### config.mk
export PLATFORM = sky130hd
export DESIGN_NAME = periodic_timer_slot_table_unit
export DESIGN_NICKNAME = d
export VERILOG_FILES = /design/src/rtl/pts_pkg.sv /design/src/rtl/pts_alu.sv /design/src/rtl/pts_store.sv /design/src/rtl/periodic_timer_slot_table_unit.sv
export SDC_FILE = /design/constraint.sdc
export NUM_CORES = 2
export LEC_CHECK = 0
export ABC_AREA = 0
export BUFFER_PORTS_ARGS = -buffer_cell sky130_fd_sc_hd__buf_2
export CAP_MARGIN = 5
export CORE_MARGIN = 3
export CORE_UTILIZATION = 31
export DETAILED_ROUTE_END_ITERATION = 12
export GPL_TIMING_DRIVEN = 0
export SLEW_MARGIN = 30
export SYNTH_ARGS = -nofsm -noshare
export SYNTH_HDL_FRONTEND = slang
export SYNTH_SLANG_ARGS = --single-unit
### constraint.sdc
create_clock -name clk -period 12.5 [get_ports clk]
set_clock_uncertainty 0.15 [all_clocks]
set_input_delay 2.5 -clock clk [delete_from_list [all_inputs] [get_ports clk]]
set_output_delay 2.5 -clock clk [all_outputs]
set_load 0.05 [all_outputs]
### src/rtl/pts_pkg.sv
// Shared types, codes and sizes of the periodic timer slot table.
package pts_pkg;

	localparam int SLOTS = 16;
	localparam int IDX_W = (SLOTS > 1) ? $clog2(SLOTS) : 1;
	localparam int CNT_W = $clog2(SLOTS + 1);
	localparam int TIME_W = 48;
	localparam int IVL_W = 31;

	localparam logic [1:0] OP_REGISTER = 2'd0;
	localparam logic [1:0] OP_UNREGISTER = 2'd1;
	localparam logic [1:0] OP_WORK = 2'd2;
	localparam logic [1:0] OP_CLEAR = 2'd3;

	localparam logic [2:0] KIND_REGISTERED = 3'd0;
	localparam logic [2:0] KIND_FULL = 3'd1;
	localparam logic [2:0] KIND_UNREGISTERED = 3'd2;
	localparam logic [2:0] KIND_EMPTY = 3'd3;
	localparam logic [2:0] KIND_EXPIRED = 3'd4;
	localparam logic [2:0] KIND_DONE = 3'd5;
	localparam logic [2:0] KIND_CLEARED = 3'd6;

	typedef struct packed {
		logic [1:0] op;
		logic [TIME_W-1:0] now_us;
		logic [IVL_W-1:0] interval_len;
		logic one_shot;
		logic [3:0] slot_sel;
	} pts_in_t;

	typedef struct packed {
		logic [2:0] kind;
		logic [3:0] slot_id;
		logic [4:0] fired_count;
		logic last;
	} pts_out_t;

	// Write request from the sequencer to the slot store.
	typedef struct packed {
		logic alloc;
		logic mark;
		logic advance;
		logic clear_all;
		logic sweep;
		logic [IDX_W-1:0] idx;
		logic once;
		logic [IVL_W-1:0] period;
		logic [TIME_W-1:0] deadline;
	} pts_cmd_t;

	// Contents of the slot picked by the read index.
	typedef struct packed {
		logic once;
		logic [IVL_W-1:0] period;
		logic [TIME_W-1:0] deadline;
	} pts_rd_t;

	typedef struct packed {
		logic [TIME_W-1:0] sum;
		logic le;
	} pts_alu_res_t;

endpackage

### src/rtl/pts_alu.sv
// Shared time adder and deadline comparator.
module pts_alu import pts_pkg::*; (
	input logic [TIME_W-1:0] add_a,
	input logic [IVL_W-1:0] add_b,
	input logic [TIME_W-1:0] cmp_x,
	input logic [TIME_W-1:0] cmp_y,
	output pts_alu_res_t res
);

	// Sum wraps modulo 2^48.
	assign res.sum = add_a + TIME_W'(add_b);
	assign res.le = (cmp_x <= cmp_y);

endmodule

### src/rtl/pts_store.sv
// Slot state: live and pending flags, per-slot timer fields, free-slot search.
module pts_store import pts_pkg::*; (
	input logic clk,
	input logic arst_n,
	input pts_cmd_t cmd,
	input logic [IDX_W-1:0] rd_idx,
	output pts_rd_t rd,
	output logic [SLOTS-1:0] live,
	output logic [SLOTS-1:0] pending,
	output logic free_found,
	output logic [IDX_W-1:0] free_idx
);

	logic [SLOTS-1:0] live_q;
	logic [SLOTS-1:0] pend_q;
	logic once_q [SLOTS];
	logic [IVL_W-1:0] period_q [SLOTS];
	logic [TIME_W-1:0] deadline_q [SLOTS];

	always_ff @(posedge clk or negedge arst_n) begin
		if (!arst_n) begin
			live_q <= '0;
			pend_q <= '0;
		end else if (cmd.clear_all) begin
			live_q <= '0;
			pend_q <= '0;
		end else if (cmd.sweep) begin
			live_q <= live_q & ~pend_q;
			pend_q <= '0;
		end else if (cmd.alloc) begin
			live_q[cmd.idx] <= 1'b1;
			pend_q[cmd.idx] <= 1'b0;
		end else if (cmd.mark) begin
			pend_q[cmd.idx] <= 1'b1;
		end
	end

	always_ff @(posedge clk) begin
		if (cmd.alloc) begin
			once_q[cmd.idx] <= cmd.once;
			period_q[cmd.idx] <= cmd.period;
			deadline_q[cmd.idx] <= cmd.deadline;
		end else if (cmd.advance) begin
			deadline_q[cmd.idx] <= cmd.deadline;
		end
	end

	assign rd.once = once_q[rd_idx];
	assign rd.period = period_q[rd_idx];
	assign rd.deadline = deadline_q[rd_idx];
	assign live = live_q;
	assign pending = pend_q;

	// Lowest slot that is not live.
	always_comb begin
		free_found = 1'b0;
		free_idx = '0;
		for (int i = SLOTS - 1; i >= 0; i--) begin
			if (!live_q[i]) begin
				free_found = 1'b1;
				free_idx = IDX_W'(i);
			end
		end
	end

endmodule

### src/rtl/periodic_timer_slot_table_unit.sv
// Top level of the periodic timer slot table: sequencer, result register, checks.
//
// The block keeps SLOTS timer slots and takes one item at a time. A register,
// unregister or clear item passes from acceptance to its execute state, which
// waits while its result cannot enter the result register (out_ready), and
// gives one result.
// A work item walks the slots one per cycle through a single shared 48-bit
// adder and comparator, pausing on a slot whose expired result waits for
// out_ready; it gives one expired result per live slot whose deadline is at
// or before now_us and closes with a work-done result that carries the
// count. The result register lets the last result of an item wait at the
// output while the next item is accepted. Slots marked by unregister or by
// a one-shot expiry still take part in the scan and are freed when the pass
// closes. Time arithmetic wraps modulo 2^48.
module periodic_timer_slot_table_unit import pts_pkg::*; (
	input logic clk,
	input logic arst_n,
	input logic in_valid,
	output logic in_ready,
	input pts_in_t in_item,
	output logic out_valid,
	input logic out_ready,
	output pts_out_t out_item
);

	localparam logic [1:0] ST_IDLE = 2'd0;
	localparam logic [1:0] ST_EXEC = 2'd1;
	localparam logic [1:0] ST_SCAN = 2'd2;
	localparam logic [1:0] ST_FIN = 2'd3;
	localparam logic [IDX_W-1:0] LAST_IDX = IDX_W'(SLOTS - 1);

	logic [1:0] state_q;
	logic [1:0] state_d;
	pts_in_t in_q;
	logic [IDX_W-1:0] idx_q;
	logic [CNT_W-1:0] cnt_q;
	pts_out_t out_q;
	logic out_valid_q;

	pts_cmd_t cmd;
	pts_rd_t rd;
	pts_alu_res_t alu;
	logic [SLOTS-1:0] live;
	logic [SLOTS-1:0] pending;
	logic free_found;
	logic [IDX_W-1:0] free_idx;
	logic [IDX_W-1:0] sel_idx;
	logic [IDX_W-1:0] rd_idx;
	logic sel_ok;
	logic can_push;
	logic push;
	pts_out_t push_item;
	logic hit;
	logic step;
	logic accept;
	logic [TIME_W-1:0] add_a;
	logic [IVL_W-1:0] add_b;

	assign accept = in_valid && in_ready;
	assign in_ready = (state_q == ST_IDLE);
	assign can_push = !out_valid_q || out_ready;
	assign sel_idx = IDX_W'(in_q.slot_sel);
	assign sel_ok = (32'(in_q.slot_sel) < 32'(SLOTS));
	assign rd_idx = (state_q == ST_SCAN) ? idx_q : free_idx;

	// Share the adder: advance a deadline while scanning, else now + interval.
	assign add_a = (state_q == ST_SCAN) ? rd.deadline : in_q.now_us;
	assign add_b = (state_q == ST_SCAN) ? rd.period : in_q.interval_len;

	pts_alu u_alu (
		.add_a(add_a),
		.add_b(add_b),
		.cmp_x(rd.deadline),
		.cmp_y(in_q.now_us),
		.res(alu)
	);

	pts_store u_store (
		.clk(clk),
		.arst_n(arst_n),
		.cmd(cmd),
		.rd_idx(rd_idx),
		.rd(rd),
		.live(live),
		.pending(pending),
		.free_found(free_found),
		.free_idx(free_idx)
	);

	// A slot expires when it is live and its deadline is not after now.
	assign hit = live[idx_q] && alu.le;
	// Move on when nothing is to be emitted or the result register has room.
	assign step = !hit || can_push;

	always_comb begin
		state_d = state_q;
		push = 1'b0;
		push_item = '0;
		cmd = '0;
		cmd.idx = free_idx;
		cmd.once = in_q.one_shot;
		cmd.period = in_q.interval_len;
		cmd.deadline = alu.sum;
		case (state_q)
			ST_IDLE: begin
				if (accept) begin
					state_d = (in_item.op == OP_WORK) ? ST_SCAN : ST_EXEC;
				end
			end
			ST_EXEC: begin
				if (can_push) begin
					push = 1'b1;
					push_item.last = 1'b1;
					state_d = ST_IDLE;
					case (in_q.op)
						OP_REGISTER: begin
							if (free_found) begin
								cmd.alloc = 1'b1;
								push_item.kind = KIND_REGISTERED;
								push_item.slot_id = 4'(free_idx);
							end else begin
								push_item.kind = KIND_FULL;
							end
						end
						OP_UNREGISTER: begin
							push_item.slot_id = in_q.slot_sel;
							cmd.idx = sel_idx;
							if (sel_ok && live[sel_idx]) begin
								cmd.mark = 1'b1;
								push_item.kind = KIND_UNREGISTERED;
							end else begin
								push_item.kind = KIND_EMPTY;
							end
						end
						OP_CLEAR: begin
							cmd.clear_all = 1'b1;
							push_item.kind = KIND_CLEARED;
						end
						default: begin
							push_item.kind = KIND_DONE;
						end
					endcase
				end
			end
			ST_SCAN: begin
				cmd.idx = idx_q;
				if (step) begin
					if (hit) begin
						push = 1'b1;
						push_item.kind = KIND_EXPIRED;
						push_item.slot_id = 4'(idx_q);
						// One-shot: mark for freeing; periodic: advance one period.
						cmd.mark = rd.once;
						cmd.advance = !rd.once;
					end
					if (idx_q == LAST_IDX) begin
						state_d = ST_FIN;
					end
				end
			end
			ST_FIN: begin
				if (can_push) begin
					push = 1'b1;
					push_item.kind = KIND_DONE;
					push_item.fired_count = 5'(cnt_q);
					push_item.last = 1'b1;
					cmd.sweep = 1'b1;
					state_d = ST_IDLE;
				end
			end
			default: begin
				state_d = ST_IDLE;
			end
		endcase
	end

	always_ff @(posedge clk or negedge arst_n) begin
		if (!arst_n) begin
			state_q <= ST_IDLE;
			idx_q <= '0;
			cnt_q <= '0;
			out_valid_q <= 1'b0;
		end else begin
			state_q <= state_d;
			if (accept) begin
				idx_q <= '0;
				cnt_q <= '0;
			end else if (state_q == ST_SCAN && step) begin
				idx_q <= idx_q + IDX_W'(1);
				if (hit) begin
					cnt_q <= cnt_q + CNT_W'(1);
				end
			end
			if (push) begin
				out_valid_q <= 1'b1;
			end else if (out_ready) begin
				out_valid_q <= 1'b0;
			end
		end
	end

	// Hold the accepted item and the result payload.
	always_ff @(posedge clk) begin
		if (accept) begin
			in_q <= in_item;
		end
		if (push) begin
			out_q <= push_item;
		end
	end

	assign out_valid = out_valid_q;
	assign out_item = out_q;

	a_expired_not_last: assert property (@(posedge clk) disable iff (!arst_n)
		out_valid && out_item.kind == KIND_EXPIRED |-> !out_item.last)
		else $error("expired result flagged as last");

	a_one_item_at_a_time: assert property (@(posedge clk) disable iff (!arst_n)
		in_valid && in_ready |=> !in_ready)
		else $error("item accepted while another is in progress");

	a_sweep_clears_pending: assert property (@(posedge clk) disable iff (!arst_n)
		push && push_item.kind == KIND_DONE |=> pending == '0)
		else $error("marked slots survive the end of a work pass");

	a_scan_no_host_item: assert property (@(posedge clk) disable iff (!arst_n)
		state_q == ST_SCAN |-> in_q.op == OP_WORK)
		else $error("scan running for an item that is not a work pass");

endmodule
==> summary.md <==
| Metric | Value |
|---|---|
| Highest cell delay on the worst timing path | `approximately 0.8 ns` |
| Sequential share of the synthesized area | `a little over two thirds` |
| Number of I/O port buffers | `between 100 and 150` |
| Synth Warn # | `0` |
| Cts hold-fix bufs | `0` |
| Starting DRC count in detailed routing | `between 4000 and 5000` |
| Leading register cell type out of synthesis | `sky130_fd_sc_hd__edfxtp_1` |
| Avg Cell Area, Syn | `around 13 um2` |
| Initial antenna violation count | `3` |
| Most frequent cell after synthesis | `sky130_fd_sc_hd__edfxtp_1` |
| Synth cell types | `slightly below 90` |
| Hold WS | `about 0.33 ns` |
| Gates resized, CTS repair | `0` |
| HPWL Detailed | `between 100 and 150 mm` |
| Clock root cell | `sky130_fd_sc_hd__clkbuf_16` |
| Data arrival at the endpoint of the critical path | `roughly 12 ns` |
| Max-slew violation count | `0` |
| Start point of the critical path | `state_q[0]` |
| Clock latency reported for the late side of the worst-skew pair | `approximately 0.8 ns` |
| Required time of the worst setup path | `12.86 ns` |
| Pre-antenna DRT Iters | `6` |
| Largest fanout of any net on the critical path | `16` |
| Critical Path Slowest Stage Cell | `sky130_fd_sc_hd__a2111oi_0` |
| Routability-driven placement congestion ratio | `between 0.8 and 0.9` |
| Cell types with the highest counts after synthesis | `sky130_fd_sc_hd__edfxtp_1 (1379), sky130_fd_sc_hd__nand2_1 (1251), sky130_fd_sc_hd__nand3_1 (494)` |
| Type of the setup path with the least slack | `reg2reg` |
| Via density per instance | `about 5.3` |
| Fraction of synthesized cell area taken by the top area cell type | `between 60% and 70%` |
| Htree depth | `4` |
| Initial standard-cell utilization of the core | `approximately 31%` |
| Via count of the first global-routing pass | `39200` |
| Netlist Area Pre-Place | `around 60000 um2` |
| Headroom to the max-slew limit | `between 20% and 30%` |
| Worst Slack Setup Final | `between 1 and 1.5 ns` |
| Net count of the mapped netlist | `around 4900` |
| Unrepaired setup endpoints after global routing | `no` |
| Num rows | `around 160` |
| Run status | `finished, final reports clean` |
| Endpoint of the most critical setup path | `u_store.deadline_q[3][13]` |
| CTS tree | `yes` |
| Critical Path Sink Type | `flop` |
| Clock input transition at the sequential cells of the worst setup and hold paths | `0.06 ns` |
| Setup Slack @ Placement | `1.21 ns` |
| LEAKAGE | `0.0248 uW` |
| Largest net degree at the start of global routing | `45` |
| Final critical-path share of the clock period | `89.7%` |
| Crit Reg-Reg Startpoint | `state_q[0]` |
| Hold violation total from the final report | `0` |
| Global-route wire length before repair | `between 200 and 300 mm` |
| Worst min path class | `reg2reg` |
| CTS max path bufs | `3` |
| Post-synth EDFFs | `between 1000 and 1500` |
| Via total after detailed routing | `roughly 41000` |
| CTS sink cnt | `1423` |
| Floorplan Core Area | `193000 um2` |
| Kind of start point of the critical path | `flop` |
| Routed length per instance | `~24 um` |
| Proportion of register bits with asynchronous set or reset after synthesis | `3.09%` |
| Die H | `447 um` |
| Gr ovfl total | `0` |
| Die span in x | `around 450 um` |
| Mapped Cells | `~4700` |
| Pwr Density | `around 270 nW/um2` |
| R2r worst-path depth | `31` |
| Reg2reg end | `u_store.deadline_q[3][13]` |
| Layout cell share with drive strength beyond 1 | `11.9%` |
| Maximum vdd drop | `0.150 mV` |
| Number of primary I/O pins | `~110` |
| Final Setup Violations | `0` |
| Overall global routing resource usage | `~18%` |
| Number of buffers created by CTS | `150` |
| Worst-margin pin slew | `between 1 and 1.5 ns` |
| Layout Nets | `5264` |
| PnR Total Power | `approximately 19000 uW` |
| Antenna Violating Nets Remaining | `0` |
| Register bit count reported by yosys | `1423` |
| Remaining routing DRC violations | `0` |
| Top post-synthesis cells by area | `sky130_fd_sc_hd__edfxtp_1 (69%), sky130_fd_sc_hd__nand2_1 (7.8%), sky130_fd_sc_hd__nand3_1 (4.1%), sky130_fd_sc_hd__dfrtp_1 (1.8%), sky130_fd_sc_hd__ha_1 (1.8%)` |
| Start point of the worst min-delay path | `u_store.pending[9]` |
| Total routed wirelength | `~190 mm` |
| Total Die Area | `200000 um2` |
| Leading area contributor after synthesis | `sky130_fd_sc_hd__edfxtp_1` |
| Max_cap viols | `0` |
| Fill cell instance count of the final layout | `18300` |
| Achievable Freq | `89.2 MHz` |
| Post-CTS Setup Inserts | `0` |
| FF-to-FF setup slack | `about 1.3 ns` |
| Layout-stage area growth over the synthesis result | `18.0%` |
| Final period demand of the worst path | `about 11 ns` |
## registers in the layout, summed over array words and instances, names as in the netlist
register,flops
u_store.deadline_q,768
u_store.pending,16
cmd,32
in_q,50
cnt_q,5
u_store.live,16
state_q,2
sel_idx,4
out_item,13
idx_q,4
out_valid,1
u_store.once_q,16
u_store.period_q,496
## power by group
part	switching, uW	internal, uW	total [uW]
sequential	195	6620	6810
combinational	5670	2270	7940
clock	1920	2440	4360
## how the worst min path moves through the flow
stage | to | slack [ns] | cells past startpoint
finish | u_store.pending[9] | 0.33 | 2
CTS | u_store.pending[9] | 0.33 | 2
global placement | u_store.pending[8] | 0.31 | 2
floorplan | u_store.pending[0] | 0.29 | 2
detailed placement | u_store.pending[8] | 0.32 | 2
global route | u_store.pending[4] | 0.35 | 2
## critical path: cells and delay by family, from the launching register on
kind / cells / cell delay (ns)
fa+ha+maj: 2 / 0.58
simple gates: 6 / 2.00
flops: 1 / 0.40
buf+inv: 12 / 4.14
compound gates: 11 / 3.52
## layout by cell type, fill, tap and decap left out, types with 14 or more instances in the layout
cell / n
sky130_fd_sc_hd__clkbuf_1: 213
sky130_fd_sc_hd__nand3_1: 494
sky130_fd_sc_hd__a21oi_1: 70
sky130_fd_sc_hd__a311oi_1: 96
sky130_fd_sc_hd__clkinv_1: 30
sky130_fd_sc_hd__buf_16: 48
sky130_fd_sc_hd__o211ai_1: 19
sky130_fd_sc_hd__and2_1: 15
sky130_fd_sc_hd__edfxtp_1: 1379
sky130_fd_sc_hd__o21ai_0: 105
sky130_fd_sc_hd__a211oi_1: 37
sky130_fd_sc_hd__ha_1: 86
sky130_fd_sc_hd__a31oi_1: 69
sky130_fd_sc_hd__buf_4: 39
sky130_fd_sc_hd__xnor2_2: 31
sky130_fd_sc_hd__buf_2: 124
sky130_fd_sc_hd__nand4_1: 40
sky130_fd_sc_hd__and3_1: 142
sky130_fd_sc_hd__dfrtp_1: 44
sky130_fd_sc_hd__buf_12: 14
sky130_fd_sc_hd__nor2_1: 112
sky130_fd_sc_hd__clkbuf_16: 151
sky130_fd_sc_hd__a22oi_1: 21
sky130_fd_sc_hd__buf_1: 48
sky130_fd_sc_hd__nor3_1: 14
sky130_fd_sc_hd__nand2_1: 1251
sky130_fd_sc_hd__a21o_1: 28
sky130_fd_sc_hd__nor2_4: 16
sky130_fd_sc_hd__mux2_2: 32
sky130_fd_sc_hd__mux2i_1: 74
sky130_fd_sc_hd__inv_1: 66
sky130_fd_sc_hd__clkinv_2: 21
## final cells by class
class                      count  area [um2]  area share [%]
sequential                  1423       42500            59.7
inverter                      76         288           0.404
multi-input combinational   2954       16800            23.6
tap                         2526        3160            4.44
clock inverter                80         850            1.19
timing repair buffer         202        2370            3.32
clock buffer                 187        3920            5.51
antenna                        1        2.50         0.00351
buffer                       280        1290            1.81
## layer usage
| metal | vias to the layer above | track usage [%] | share of wire (%) |
|---|---|---|---|
| met5 | - | 0 | 0.0070 |
| met4 | 2 | 5.65 | 3.2 |
| met3 | 302 | 3.36 | 7.8 |
| met2 | 1860 | 29.9 | 48 |
| met1 | 20500 | 24.4 | 41 |
| li1 | 18200 | - | - |
## logic make-up after synthesis
family / synth area share, %
AND/OR/NAND/NOR: 15.8
flip-flops: 70.4
AO/OA/AOI/OAI: 6.24
buffers and inverters: 2.58
multiplexers: 2.44
adder cells (fa/ha/maj): 1.82
XOR/XNOR: 0.740
## metrics by stage
| stage | instance area (um2) | utilization (%) | cells | setup TNS, ns |
|---|---|---|---|---|
| floorplan | 60400 | - | 4733 | 0 |
| global placement | 64000 | 33.2 | 7363 | -3309.98 |
| detailed placement | 66200 | 34.3 | 7461 | 0 |
| CTS | 71000 | 36.8 | 7728 | 0 |
| global route | 71200 | 36.9 | 7728 | 0 |
| finish | 71200 | 36.9 | 7729 | 0 |
Note: power is estimated with default switching activity, not from simulation.
